===== config.mk =====
export PLATFORM = sky130hd
export DESIGN_NAME = crc16_frame_receiver_flat
export DESIGN_NICKNAME = d
export VERILOG_FILES = /design/src/sv/crcfr_pkg.sv /design/src/sv/crcfr_if.sv /design/src/sv/crc16_frame_receiver.sv /design/src/sv/crcfr_in_stage.sv /design/src/sv/crcfr_core.sv /design/src/flat_wrapper.sv
export SDC_FILE = /design/constraint.sdc
export NUM_CORES = 1
export LEC_CHECK = 0
export ABC_CLOCK_PERIOD_IN_PS = 18100
export CAP_MARGIN = 20
export CORE_ASPECT_RATIO = 0.75
export CORE_MARGIN = 4
export CORE_UTILIZATION = 25
export DETAILED_ROUTE_END_ITERATION = 7
export DONT_BUFFER_PORTS = 1
export MAX_ROUTING_LAYER = met4
export PLACE_DENSITY = 0.37
export SLEW_MARGIN = 20
export SYNTH_ARGS = -nofsm -noshare
export SYNTH_HDL_FRONTEND = slang
export SYNTH_SLANG_ARGS = --single-unit

===== constraint.sdc =====
create_clock -name clk -period 18.1 [get_ports clk]
set_clock_uncertainty 0.2 [all_clocks]
set_input_delay 0 -clock clk [delete_from_list [all_inputs] [get_ports clk]]
set_output_delay 0 -clock clk [all_outputs]
set_load 0.05 [all_outputs]

===== src/sv/crcfr_pkg.sv =====
// Package for the CRC16 frame receiver: codes, constants, pipeline types
// and the reflected CRC16 byte update. No dependencies.

package crcfr_pkg;

  localparam logic [7:0]  SYNC_FIRST    = 8'hAA;
  localparam logic [7:0]  SYNC_SECOND   = 8'h55;
  localparam logic [15:0] CRC_SEED      = 16'hFFFF;
  localparam logic [15:0] CRC_POLY      = 16'h8408;
  localparam logic [20:0] MAX_LEN_RESET = 21'd32784;

  localparam logic [2:0] KIND_PAYLOAD  = 3'd0;
  localparam logic [2:0] KIND_GOOD     = 3'd1;
  localparam logic [2:0] KIND_CRC_ERR  = 3'd2;
  localparam logic [2:0] KIND_LEN_ERR  = 3'd3;
  localparam logic [2:0] KIND_SYNC_ERR = 3'd4;

  // Held input item between the input register and the parser.
  typedef struct packed {
    logic       valid;
    logic [7:0] rx_byte;
  } stage_t;

  function automatic logic [15:0] crc_byte(input logic [15:0] crc_in,
                                           input logic [7:0]  b);
    logic [15:0] crc;
    crc = crc_in ^ {8'h00, b};
    for (int i = 0; i < 8; i++) begin
      if (crc[0]) begin
        crc = (crc >> 1) ^ CRC_POLY;
      end else begin
        crc = crc >> 1;
      end
    end
    return crc;
  endfunction

endpackage


===== src/sv/crcfr_if.sv =====
// Channel interfaces of the CRC16 frame receiver: received bytes, results
// and the configuration write. No dependencies.

interface crcfr_rx_if;
  logic       valid;
  logic       ready;
  logic [7:0] rx_byte;
  modport source (output valid, output rx_byte, input ready);
  modport sink (input valid, input rx_byte, output ready);
endinterface

interface crcfr_res_if;
  logic        valid;
  logic        ready;
  logic [2:0]  result_kind;
  logic [7:0]  data_byte;
  logic [7:0]  frame_type;
  logic [31:0] frame_length;
  logic [15:0] received_crc;
  logic [15:0] computed_crc;
  logic [31:0] good_frame_count;
  logic [31:0] error_count;
  modport source (output valid, output result_kind, output data_byte, output frame_type,
                  output frame_length, output received_crc, output computed_crc,
                  output good_frame_count, output error_count, input ready);
  modport sink (input valid, input result_kind, input data_byte, input frame_type,
                input frame_length, input received_crc, input computed_crc,
                input good_frame_count, input error_count, output ready);
endinterface

interface crcfr_cfg_if;
  logic        valid;
  logic        ready;
  logic [20:0] max_payload_length;
  modport source (output valid, output max_payload_length, input ready);
  modport sink (input valid, input max_payload_length, output ready);
endinterface


===== src/sv/crc16_frame_receiver.sv =====
// Top level of the CRC16 frame receiver.
// Depends on crcfr_pkg, the crcfr interfaces, crcfr_in_stage and crcfr_core.
//
// Usage:
//   rx  : one received serial byte per item (valid/ready).
//   res : zero or one result item per received byte: payload byte, frame
//         good, CRC error, length too large or sync error, with the frame
//         type, declared length, CRCs and the wrapping good/error counters.
//   cfg : write of max_payload_length; always ready. Write only while idle.
// Result path: an accepted byte lands in the input register; the parse logic
// loads the result register from it when no result is pending or the
// pending one is taken.
// Throughput: one byte per cycle unless a result waits on res.ready; the one-byte
// CRC update and the phase sequencer are combinational between the two registers.
// Reset (synchronous, rst high): hunting for the first sync byte, CRC at
// 0xFFFF, counters zero, max_payload_length 32784, no result pending.
// Stall: while a result waits on res.ready, one more byte is held in the
// input register; after that rx.ready drops until the result is taken.

module crc16_frame_receiver
  import crcfr_pkg::*;
(
  input  logic         clk,
  input  logic         rst,
  crcfr_rx_if.sink     rx,
  crcfr_res_if.source  res,
  crcfr_cfg_if.sink    cfg
);

  stage_t item;
  logic   advance;

  crcfr_in_stage u_in_stage (
    .clk     (clk),
    .rst     (rst),
    .rx      (rx),
    .advance (advance),
    .item    (item)
  );

  crcfr_core u_core (
    .clk     (clk),
    .rst     (rst),
    .item    (item),
    .advance (advance),
    .res     (res),
    .cfg     (cfg)
  );

endmodule


===== src/sv/crcfr_in_stage.sv =====
// Input register of the CRC16 frame receiver.
// Depends on crcfr_pkg and crcfr_rx_if.

module crcfr_in_stage
  import crcfr_pkg::*;
(
  input  logic         clk,
  input  logic         rst,
  crcfr_rx_if.sink     rx,
  input  logic         advance,
  output stage_t       item
);

  stage_t held;

  assign rx.ready = !held.valid || advance;
  assign item     = held;

  always_ff @(posedge clk) begin
    if (rst) begin
      held.valid <= 1'b0;
    end else if (rx.valid && rx.ready) begin
      held.valid <= 1'b1;
    end else if (advance) begin
      held.valid <= 1'b0;
    end
    if (rx.valid && rx.ready) begin
      held.rx_byte <= rx.rx_byte;
    end
  end

endmodule


===== src/sv/crcfr_core.sv =====
// Frame parser of the CRC16 frame receiver: phase sequencer, running CRC,
// counters and the result register. Depends on crcfr_pkg and the interfaces.

module crcfr_core
  import crcfr_pkg::*;
(
  input  logic         clk,
  input  logic         rst,
  input  stage_t       item,
  output logic         advance,
  crcfr_res_if.source  res,
  crcfr_cfg_if.sink    cfg
);

  localparam logic [2:0] PH_SYNC0   = 3'd0;
  localparam logic [2:0] PH_SYNC1   = 3'd1;
  localparam logic [2:0] PH_TYPE    = 3'd2;
  localparam logic [2:0] PH_LEN     = 3'd3;
  localparam logic [2:0] PH_PAYLOAD = 3'd4;
  localparam logic [2:0] PH_CRCLO   = 3'd5;
  localparam logic [2:0] PH_CRCHI   = 3'd6;

  logic [20:0] max_len;
  logic [2:0]  phase, phase_next;
  logic [7:0]  type_reg, type_reg_next;
  logic [1:0]  len_idx, len_idx_next;
  logic [31:0] len_accum, len_accum_next;
  logic [20:0] bytes_rcvd, bytes_rcvd_next;
  logic [15:0] crc, crc_next;
  logic [7:0]  crc_lo, crc_lo_next;
  logic [31:0] good_frames, good_frames_next;
  logic [31:0] errors, errors_next;

  logic        emit;
  logic [2:0]  kind;
  logic [7:0]  o_data, o_type;
  logic [31:0] o_len;
  logic [15:0] o_rcrc, o_ccrc;
  logic [7:0]  b;
  logic [15:0] crc_upd;
  logic [15:0] rcrc;

  assign cfg.ready = 1'b1;
  assign advance   = item.valid && (!res.valid || res.ready);
  assign b         = item.rx_byte;
  assign rcrc      = {b, crc_lo};

  always_comb begin
    phase_next       = phase;
    type_reg_next    = type_reg;
    len_idx_next     = len_idx;
    len_accum_next   = len_accum;
    bytes_rcvd_next  = bytes_rcvd;
    crc_next         = crc;
    crc_lo_next      = crc_lo;
    good_frames_next = good_frames;
    errors_next      = errors;
    emit             = 1'b0;
    kind             = KIND_PAYLOAD;
    o_data           = 8'h00;
    o_type           = 8'h00;
    o_len            = 32'h0;
    o_rcrc           = 16'h0;
    o_ccrc           = 16'h0;
    crc_upd          = crc_byte((phase == PH_TYPE) ? CRC_SEED : crc, b);
    unique case (phase)
      PH_SYNC0: begin
        if (b == SYNC_FIRST) begin
          phase_next = PH_SYNC1;
        end
      end
      PH_SYNC1: begin
        if (b == SYNC_SECOND) begin
          phase_next = PH_TYPE;
        end else begin
          errors_next = errors + 32'd1;
          phase_next  = (b == SYNC_FIRST) ? PH_SYNC1 : PH_SYNC0;
          emit        = 1'b1;
          kind        = KIND_SYNC_ERR;
        end
      end
      PH_TYPE: begin
        type_reg_next  = b;
        len_idx_next   = 2'd0;
        len_accum_next = 32'h0;
        crc_next       = crc_upd;
        phase_next     = PH_LEN;
      end
      PH_LEN: begin
        len_accum_next[len_idx*8 +: 8] = b;
        crc_next     = crc_upd;
        len_idx_next = len_idx + 2'd1;
        if (len_idx == 2'd3) begin
          bytes_rcvd_next = 21'd0;
          if (len_accum_next > {11'h000, max_len}) begin
            errors_next = errors + 32'd1;
            phase_next  = PH_SYNC0;
            emit        = 1'b1;
            kind        = KIND_LEN_ERR;
            o_type      = type_reg;
            o_len       = len_accum_next;
            o_ccrc      = crc_upd;
          end else begin
            phase_next = (len_accum_next == 32'h0) ? PH_CRCLO : PH_PAYLOAD;
          end
        end
      end
      PH_PAYLOAD: begin
        crc_next        = crc_upd;
        bytes_rcvd_next = bytes_rcvd + 21'd1;
        if ({11'h000, bytes_rcvd_next} >= len_accum) begin
          phase_next = PH_CRCLO;
        end
        emit   = 1'b1;
        kind   = KIND_PAYLOAD;
        o_data = b;
        o_type = type_reg;
        o_len  = len_accum;
        o_ccrc = crc_upd;
      end
      PH_CRCLO: begin
        crc_lo_next = b;
        phase_next  = PH_CRCHI;
      end
      PH_CRCHI: begin
        phase_next = PH_SYNC0;
        emit       = 1'b1;
        o_type     = type_reg;
        o_len      = len_accum;
        o_rcrc     = rcrc;
        o_ccrc     = crc;
        if (rcrc == crc) begin
          good_frames_next = good_frames + 32'd1;
          kind             = KIND_GOOD;
        end else begin
          errors_next = errors + 32'd1;
          kind        = KIND_CRC_ERR;
        end
      end
      default: begin
        phase_next = PH_SYNC0;
      end
    endcase
  end

  always_ff @(posedge clk) begin
    if (rst) begin
      max_len     <= MAX_LEN_RESET;
      phase       <= PH_SYNC0;
      type_reg    <= 8'h00;
      len_idx     <= 2'd0;
      len_accum   <= 32'h0;
      bytes_rcvd  <= 21'd0;
      crc         <= CRC_SEED;
      crc_lo      <= 8'h00;
      good_frames <= 32'h0;
      errors      <= 32'h0;
      res.valid   <= 1'b0;
    end else begin
      if (cfg.valid && cfg.ready) begin
        max_len <= cfg.max_payload_length;
      end
      if (advance) begin
        phase       <= phase_next;
        type_reg    <= type_reg_next;
        len_idx     <= len_idx_next;
        len_accum   <= len_accum_next;
        bytes_rcvd  <= bytes_rcvd_next;
        crc         <= crc_next;
        crc_lo      <= crc_lo_next;
        good_frames <= good_frames_next;
        errors      <= errors_next;
        res.valid   <= emit;
      end else if (res.ready) begin
        res.valid <= 1'b0;
      end
    end
  end

  always_ff @(posedge clk) begin
    if (advance && emit) begin
      res.result_kind      <= kind;
      res.data_byte        <= o_data;
      res.frame_type       <= o_type;
      res.frame_length     <= o_len;
      res.received_crc     <= o_rcrc;
      res.computed_crc     <= o_ccrc;
      res.good_frame_count <= good_frames_next;
      res.error_count      <= errors_next;
    end
  end

endmodule


===== src/flat_wrapper.sv =====
// flat-port wrapper written by rule: the top's interface ports become plain ports
module crc16_frame_receiver_flat import crcfr_pkg::*;
  (clk, rst, rx_valid, rx_rx_byte, rx_ready, res_valid, res_result_kind, res_data_byte, res_frame_type, res_frame_length, res_received_crc, res_computed_crc, res_good_frame_count, res_error_count, res_ready, cfg_valid, cfg_max_payload_length, cfg_ready);
  crcfr_rx_if rx_i ();
  crcfr_res_if res_i ();
  crcfr_cfg_if cfg_i ();
  input  logic clk;
  input  logic rst;
  input wire logic [$bits(rx_i.valid)-1:0] rx_valid;
  input wire logic [$bits(rx_i.rx_byte)-1:0] rx_rx_byte;
  output wire logic [$bits(rx_i.ready)-1:0] rx_ready;
  output wire logic [$bits(res_i.valid)-1:0] res_valid;
  output wire logic [$bits(res_i.result_kind)-1:0] res_result_kind;
  output wire logic [$bits(res_i.data_byte)-1:0] res_data_byte;
  output wire logic [$bits(res_i.frame_type)-1:0] res_frame_type;
  output wire logic [$bits(res_i.frame_length)-1:0] res_frame_length;
  output wire logic [$bits(res_i.received_crc)-1:0] res_received_crc;
  output wire logic [$bits(res_i.computed_crc)-1:0] res_computed_crc;
  output wire logic [$bits(res_i.good_frame_count)-1:0] res_good_frame_count;
  output wire logic [$bits(res_i.error_count)-1:0] res_error_count;
  input wire logic [$bits(res_i.ready)-1:0] res_ready;
  input wire logic [$bits(cfg_i.valid)-1:0] cfg_valid;
  input wire logic [$bits(cfg_i.max_payload_length)-1:0] cfg_max_payload_length;
  output wire logic [$bits(cfg_i.ready)-1:0] cfg_ready;
  assign rx_i.valid = rx_valid;
  assign rx_i.rx_byte = rx_rx_byte;
  assign rx_ready = rx_i.ready;
  assign res_valid = res_i.valid;
  assign res_result_kind = res_i.result_kind;
  assign res_data_byte = res_i.data_byte;
  assign res_frame_type = res_i.frame_type;
  assign res_frame_length = res_i.frame_length;
  assign res_received_crc = res_i.received_crc;
  assign res_computed_crc = res_i.computed_crc;
  assign res_good_frame_count = res_i.good_frame_count;
  assign res_error_count = res_i.error_count;
  assign res_i.ready = res_ready;
  assign cfg_i.valid = cfg_valid;
  assign cfg_i.max_payload_length = cfg_max_payload_length;
  assign cfg_ready = cfg_i.ready;
  crc16_frame_receiver u_core (.clk(clk), .rst(rst), .rx(rx_i), .res(res_i), .cfg(cfg_i));
endmodule

---- Word level (Yosys, flattened, before mapping) ----
Cells that the tools add are included.
operators by class
  order comparisons ....................... 2
  equality and inequality tests ........... 13
  shifts and indexed selects .............. 2
  mux-type cells .......................... 51
  reductions and logical operators ........ 21
  bitwise operators ....................... 9
  $add $sub $neg .......................... 5
operators with widths
  operator                   count
  $mux W32                   8
  $mux W16                   11
  $pmux W32 S2               2
  $pmux W32 S3               1
  $add A32 B1 Y32 const B    2
  $pmux W16 S3               1
  $pmux W21 S2               1
  $neg A5 Y34                1
  $shift A8 B34 Y32 const A  1
  $shiftx A8 B34 Y32         1
  $bwmux W32                 1
  $ge A21 B32 Y1             1
  $gt A32 B21 Y1             1
  $logic_not A32 Y1          1
  $not A2 Y3                 8
  $add A21 B1 Y21 const B    1
  $mux W21                   1
  $pmux W3 S6                1
  $eq A16 B16 Y1             1
  $mux W8                    2
  $pmux W8 S2                1
  $xor A16 B8 Y16            1
  $mux W3                    5
  $eq A3 B3 Y1 const B       3
  other kinds (22)           46
storage, ports and cells
  bits in registers ....................... 332
  input port bits ......................... 34
  logic and storage cells ................. 124

---- Longest topological paths before layout ----
  depth in word-level cells ............... 22
  gate-level depth with buffers ........... 18
  depth with buffers taken out ............ 14

---- Hierarchy ----
Synthesis repeated with hierarchy kept, for this count alone.
second synthesis, totals
  cell total of the unflattened synthesis .. 1703
  area total of the unflattened synthesis .. 16663.5 sq um
modules (own cells, without submodules)
  module          times used  seq. area each (sq um)  cells each  area each (sq um)
  crcfr_core      1           7937.6                  1690        16368.2
  crcfr_in_stage  1           260.2                   13          295.3

---- Worst setup path before layout ----
OpenSTA, ideal clock, no wires.
  kind .................................... register to register
  start ................................... register u_core.u_core.len_idx[0]
  end ..................................... register u_core.u_core.res.computed_crc[0] (enable)
  arrival time ............................ 6468 ps
  required time ........................... 17381 ps
  slack ................................... 10913 ps
  cell stages (with the launch flop) ...... 15
  path buffers ............................ 1
  setup time .............................. 519 ps
  cells stage by stage .................... dfxtp_1 -> inv_1 -> ha_1 -> and4b_1 -> clkbuf_1 -> a2bb2oi_1 -> inv_1 -> ha_1 -> nand4_1 -> nor4_1 -> a21boi_0 -> o31a_1 -> o311ai_1 -> nand2_1 -> o21a_1
on the way
  cells in the longest elaborated chain, start to end .. 8
  elaborated cells between the ends (all ways) .. 10
  classes of those cells .................. 1 x add/sub; 1 x order compare; 1 x eq/ne; 2 x shift; 4 x mux; 1 x reduce/logical
ends and longest elaborated chain
  element                                                         RTL line           text
  from (decl)                                                     crcfr_core.sv:26   logic [1:0] len_idx, len_idx_next;
  from (signal assigned)                                          crcfr_core.sv:166  len_idx <= len_idx_next;
  $neg A5 Y34                                                     crcfr_core.sv:90   len_accum_next[len_idx*8 +: 8] = b;
  $shiftx A8 B34 Y32 / $shift A8 B34 Y32 (equally long branches)  crcfr_core.sv:90
  $bwmux W32                                                      crcfr_core.sv:90
  $gt A32 B21 Y1                                                  crcfr_core.sv:95   if (len_accum_next > {11'h000, max_len}) begin
  $mux W1                                                         crcfr_core.sv:95
  $mux W1 *                                                       crcfr_core.sv:93   if (len_idx == 2'd3) begin
  $pmux W1 S3 *                                                   crcfr_core.sv:66   unique case (phase)
  $logic_and A1 B1 Y1 *                                           crcfr_core.sv:181  if (advance && emit) begin
  to (signal assigned)                                            crcfr_core.sv:187  res.computed_crc <= o_ccrc;
  to (decl)                                                       crcfr_if.sv:24     output frame_length, output received_crc, output computed_crc,
Mark *: on every way between the ends. The rest lies on a longest branch, timed or not.
A chain may end at the register's enable or synchronous reset.

---- Worst setup path after layout ----
  start ................................... register u_core.u_core.len_idx[0]
  end ..................................... register u_core.u_core.res.result_kind[0] (enable)
on the way
  cells in the longest elaborated chain, start to end .. 8
  elaborated cells between the ends (all ways) .. 10
  classes of those cells .................. 1 x add/sub; 1 x order compare; 1 x eq/ne; 2 x shift; 4 x mux; 1 x reduce/logical
ends and longest elaborated chain
  element                                                         RTL line           text
  $neg A5 Y34                                                     crcfr_core.sv:90
  $shiftx A8 B34 Y32 / $shift A8 B34 Y32 (equally long branches)  crcfr_core.sv:90
  $bwmux W32                                                      crcfr_core.sv:90
  $gt A32 B21 Y1                                                  crcfr_core.sv:95
  $mux W1                                                         crcfr_core.sv:95
  $mux W1 *                                                       crcfr_core.sv:93
  $pmux W1 S3 *                                                   crcfr_core.sv:66
  $logic_and A1 B1 Y1 *                                           crcfr_core.sv:181
  to (signal assigned)                                            crcfr_core.sv:182  res.result_kind <= kind;
  to (decl)                                                       crcfr_if.sv:23     modport source (output valid, output result_kind, output data_byte, output frame_type,
Marked as above.

==> run metrics <==
status finished clean; Fill cells 6626; Area Overhead vs Synth 17.8%; Netlist cell types 70; WP data arrival 6600 ps; Crit Path Class reg -> reg; TritonCTS Buffers 40; Sink Count 332; syn_area_per_cell 9.69 um^2; Min-Delay Path Class in -> reg; CP Capture Type flip-flop; Slew Limit Fails 0; leak pwr 0.00668 uW; Final min period 6630 ps; CP required 18070 ps; commonest cells after routing, fill and taps aside nor2_1 (192), dfxtp_1 (177), edfxtp_1 (155); syn nets 1770; Synth Register Bits 332; Die ar. 69500 um^2; commonest non-fill, non-tap cell in the layout nor2_1; fmax 151 MHz; hold slack 147 ps; hold buffer count at CTS 66; Nets 1794; num ports 184; FP Rows 80; largest net degree at the start of global routing 164; CP max FO 59; Vias/cell 4.87; TNS Setup 0 ps; Post-Layout Cell Count 2602; Total Wirelength 52700 um; TritonRoute pass-1 iters 6; GRT Util Overall 0.152; # DRC 0; Starting Density 0.255; Slew headroom 0.196; number of port buffers 0; Hold Vio Cnt, Final 0; HPWL after detailed placement 35700 um; vias in the first global route 12300; # resized after CTS 0; number of H-tree levels 2; layout cells sized above 1 0.0649; maxcap violations 0; setup bufs post-CTS 0; Synth async-reset ratio 0; worst-skew pair later-pin latency 570 ps; crit path launch type flip-flop; PD cells 87.2 nW/um^2; synth warn 0; Root Buffer clkbuf_16; power consumption 1680 uW; CTS tree done; GPL Wtd Cong 0.821; Top FF cell, synth dfxtp_1; Clock Path Buffers 3; Core ar. 64200 um^2; via count 12700; final critical-path share of the clock period 0.366; grt ovf 0; Inst Count DP 2463; ant diodes 0; RSZ-0062 raised after global routing false; initial antenna violation count 0; die height 229 um; Die Width 303 um; final setup vio count 0; actual slew at the worst max-slew pin 1210 ps; drt wl/cell 20.3 um; Clock transition at path regs 60 ps; DRT iter0 DRCs 838; sequential area share after synthesis 0.502; maximum vdd drop 0.0000476 V; first-pass GRT wire length 79000 um; post-route ant nets 0; number of synthesized flops with an enable pin 155; Mapped Area 16300 um^2; Cells after Synth 1686
[path summary, 6_finish.rpt]
check	start	to	slack (ps)	cells after the start
max reg2reg	u_core.u_core.len_idx[0]	u_core.u_core.res.result_kind[0]	11470	15
min reg2reg	u_core.u_core.type_reg[4]	u_core.u_core.type_reg[4]	250	2
max	u_core.u_core.len_idx[0]	u_core.u_core.res.result_kind[0]	11470	15
min	cfg_valid	u_core.u_core.max_len[15]	150	3
[critical path, cell delays in order, from the launching register on]
cell and delay, ps:
dfxtp_1 530, inv_1 140, ha_1 410, and4b_1 340
a2bb2oi_1 320, inv_1 120, ha_1 320, nand4_1 170
nor4_1 540, a21boi_0 340, o31a_1 270, o311ai_4 120
nand2_1 410, o21a_4 560, buf_4 640, buf_4 720
[area by class of cell]
type	instances	area [um^2]	share of cell area
flip-flops and latches	332	8200	0.426
repair buffers	91	876	0.0455
clock buffers	53	1140	0.0594
multi-input cells	1178	7510	0.390
inverters	67	251	0.0131
clock inverters	20	200	0.0104
well taps	861	1080	0.0560
[cells in the mapped netlist (24+ instances only)]
cell type | n | area share
o21ai_0 | 48 | 0.015
nor2_1 | 193 | 0.044
a21oi_1 | 78 | 0.024
ha_1 | 50 | 0.038
nor3_1 | 33 | 0.010
nand2_1 | 147 | 0.034
inv_1 | 67 | 0.015
and3_1 | 49 | 0.019
xnor2_1 | 110 | 0.059
xor2_1 | 38 | 0.020
a22oi_1 | 37 | 0.017
edfxtp_1 | 155 | 0.28
or4_1 | 26 | 0.012
mux2i_1 | 27 | 0.017
nand3_1 | 57 | 0.017
clkbuf_1 | 90 | 0.021
nand4_1 | 29 | 0.011
a22o_1 | 24 | 0.013
dfxtp_1 | 177 | 0.22
[metal layers]
layer  up-vias  part of all wire  GRT usage
met1      6189              0.50      0.217
met2       302              0.42      0.219
met5         -                 0          -
met4         0             0.019     0.0346
met3        66             0.057     0.0339
li1       6109                 -          -
[metrics by stage]
step | setup WS (ps) | area, um^2 | utilization
floorplan | 10910 | 16300 | -
global placement | 11670 | 17200 | 0.268
detailed placement | 11400 | 17200 | 0.268
CTS | 11320 | 19300 | 0.300
global route | 10850 | 19300 | 0.300
finish | 11470 | 19300 | 0.300
[report_power, final]
| part | switching [uW] | leakage [uW] | internal [uW] | total [uW] |
|---|---|---|---|---|
| Clock | 338 | 0.000651 | 491 | 829 |
| Combinational | 37.7 | 0.00343 | 25.5 | 63.2 |
| Sequential | 3.18 | 0.00260 | 783 | 786 |
| Total | 379 | 0.00668 | 1300 | 1680 |
[kinds of logic (layout without fill, tap and decap cells)]
group / count (synthesis) / count (layout) / synth area share
and+or+nand+nor: 634 / 634 / 0.192
xor gates and xnor gates: 148 / 148 / 0.0793
adders and majority gates: 50 / 50 / 0.0383
DFF: 332 / 332 / 0.502
muxes: 31 / 31 / 0.0193
buffers and inverters: 176 / 231 / 0.0416
AOI/OAI and AO/OA: 314 / 314 / 0.128
other: 1 / 1 / 0.000230
No activity file was read; power rests on OpenSTA's default activity.
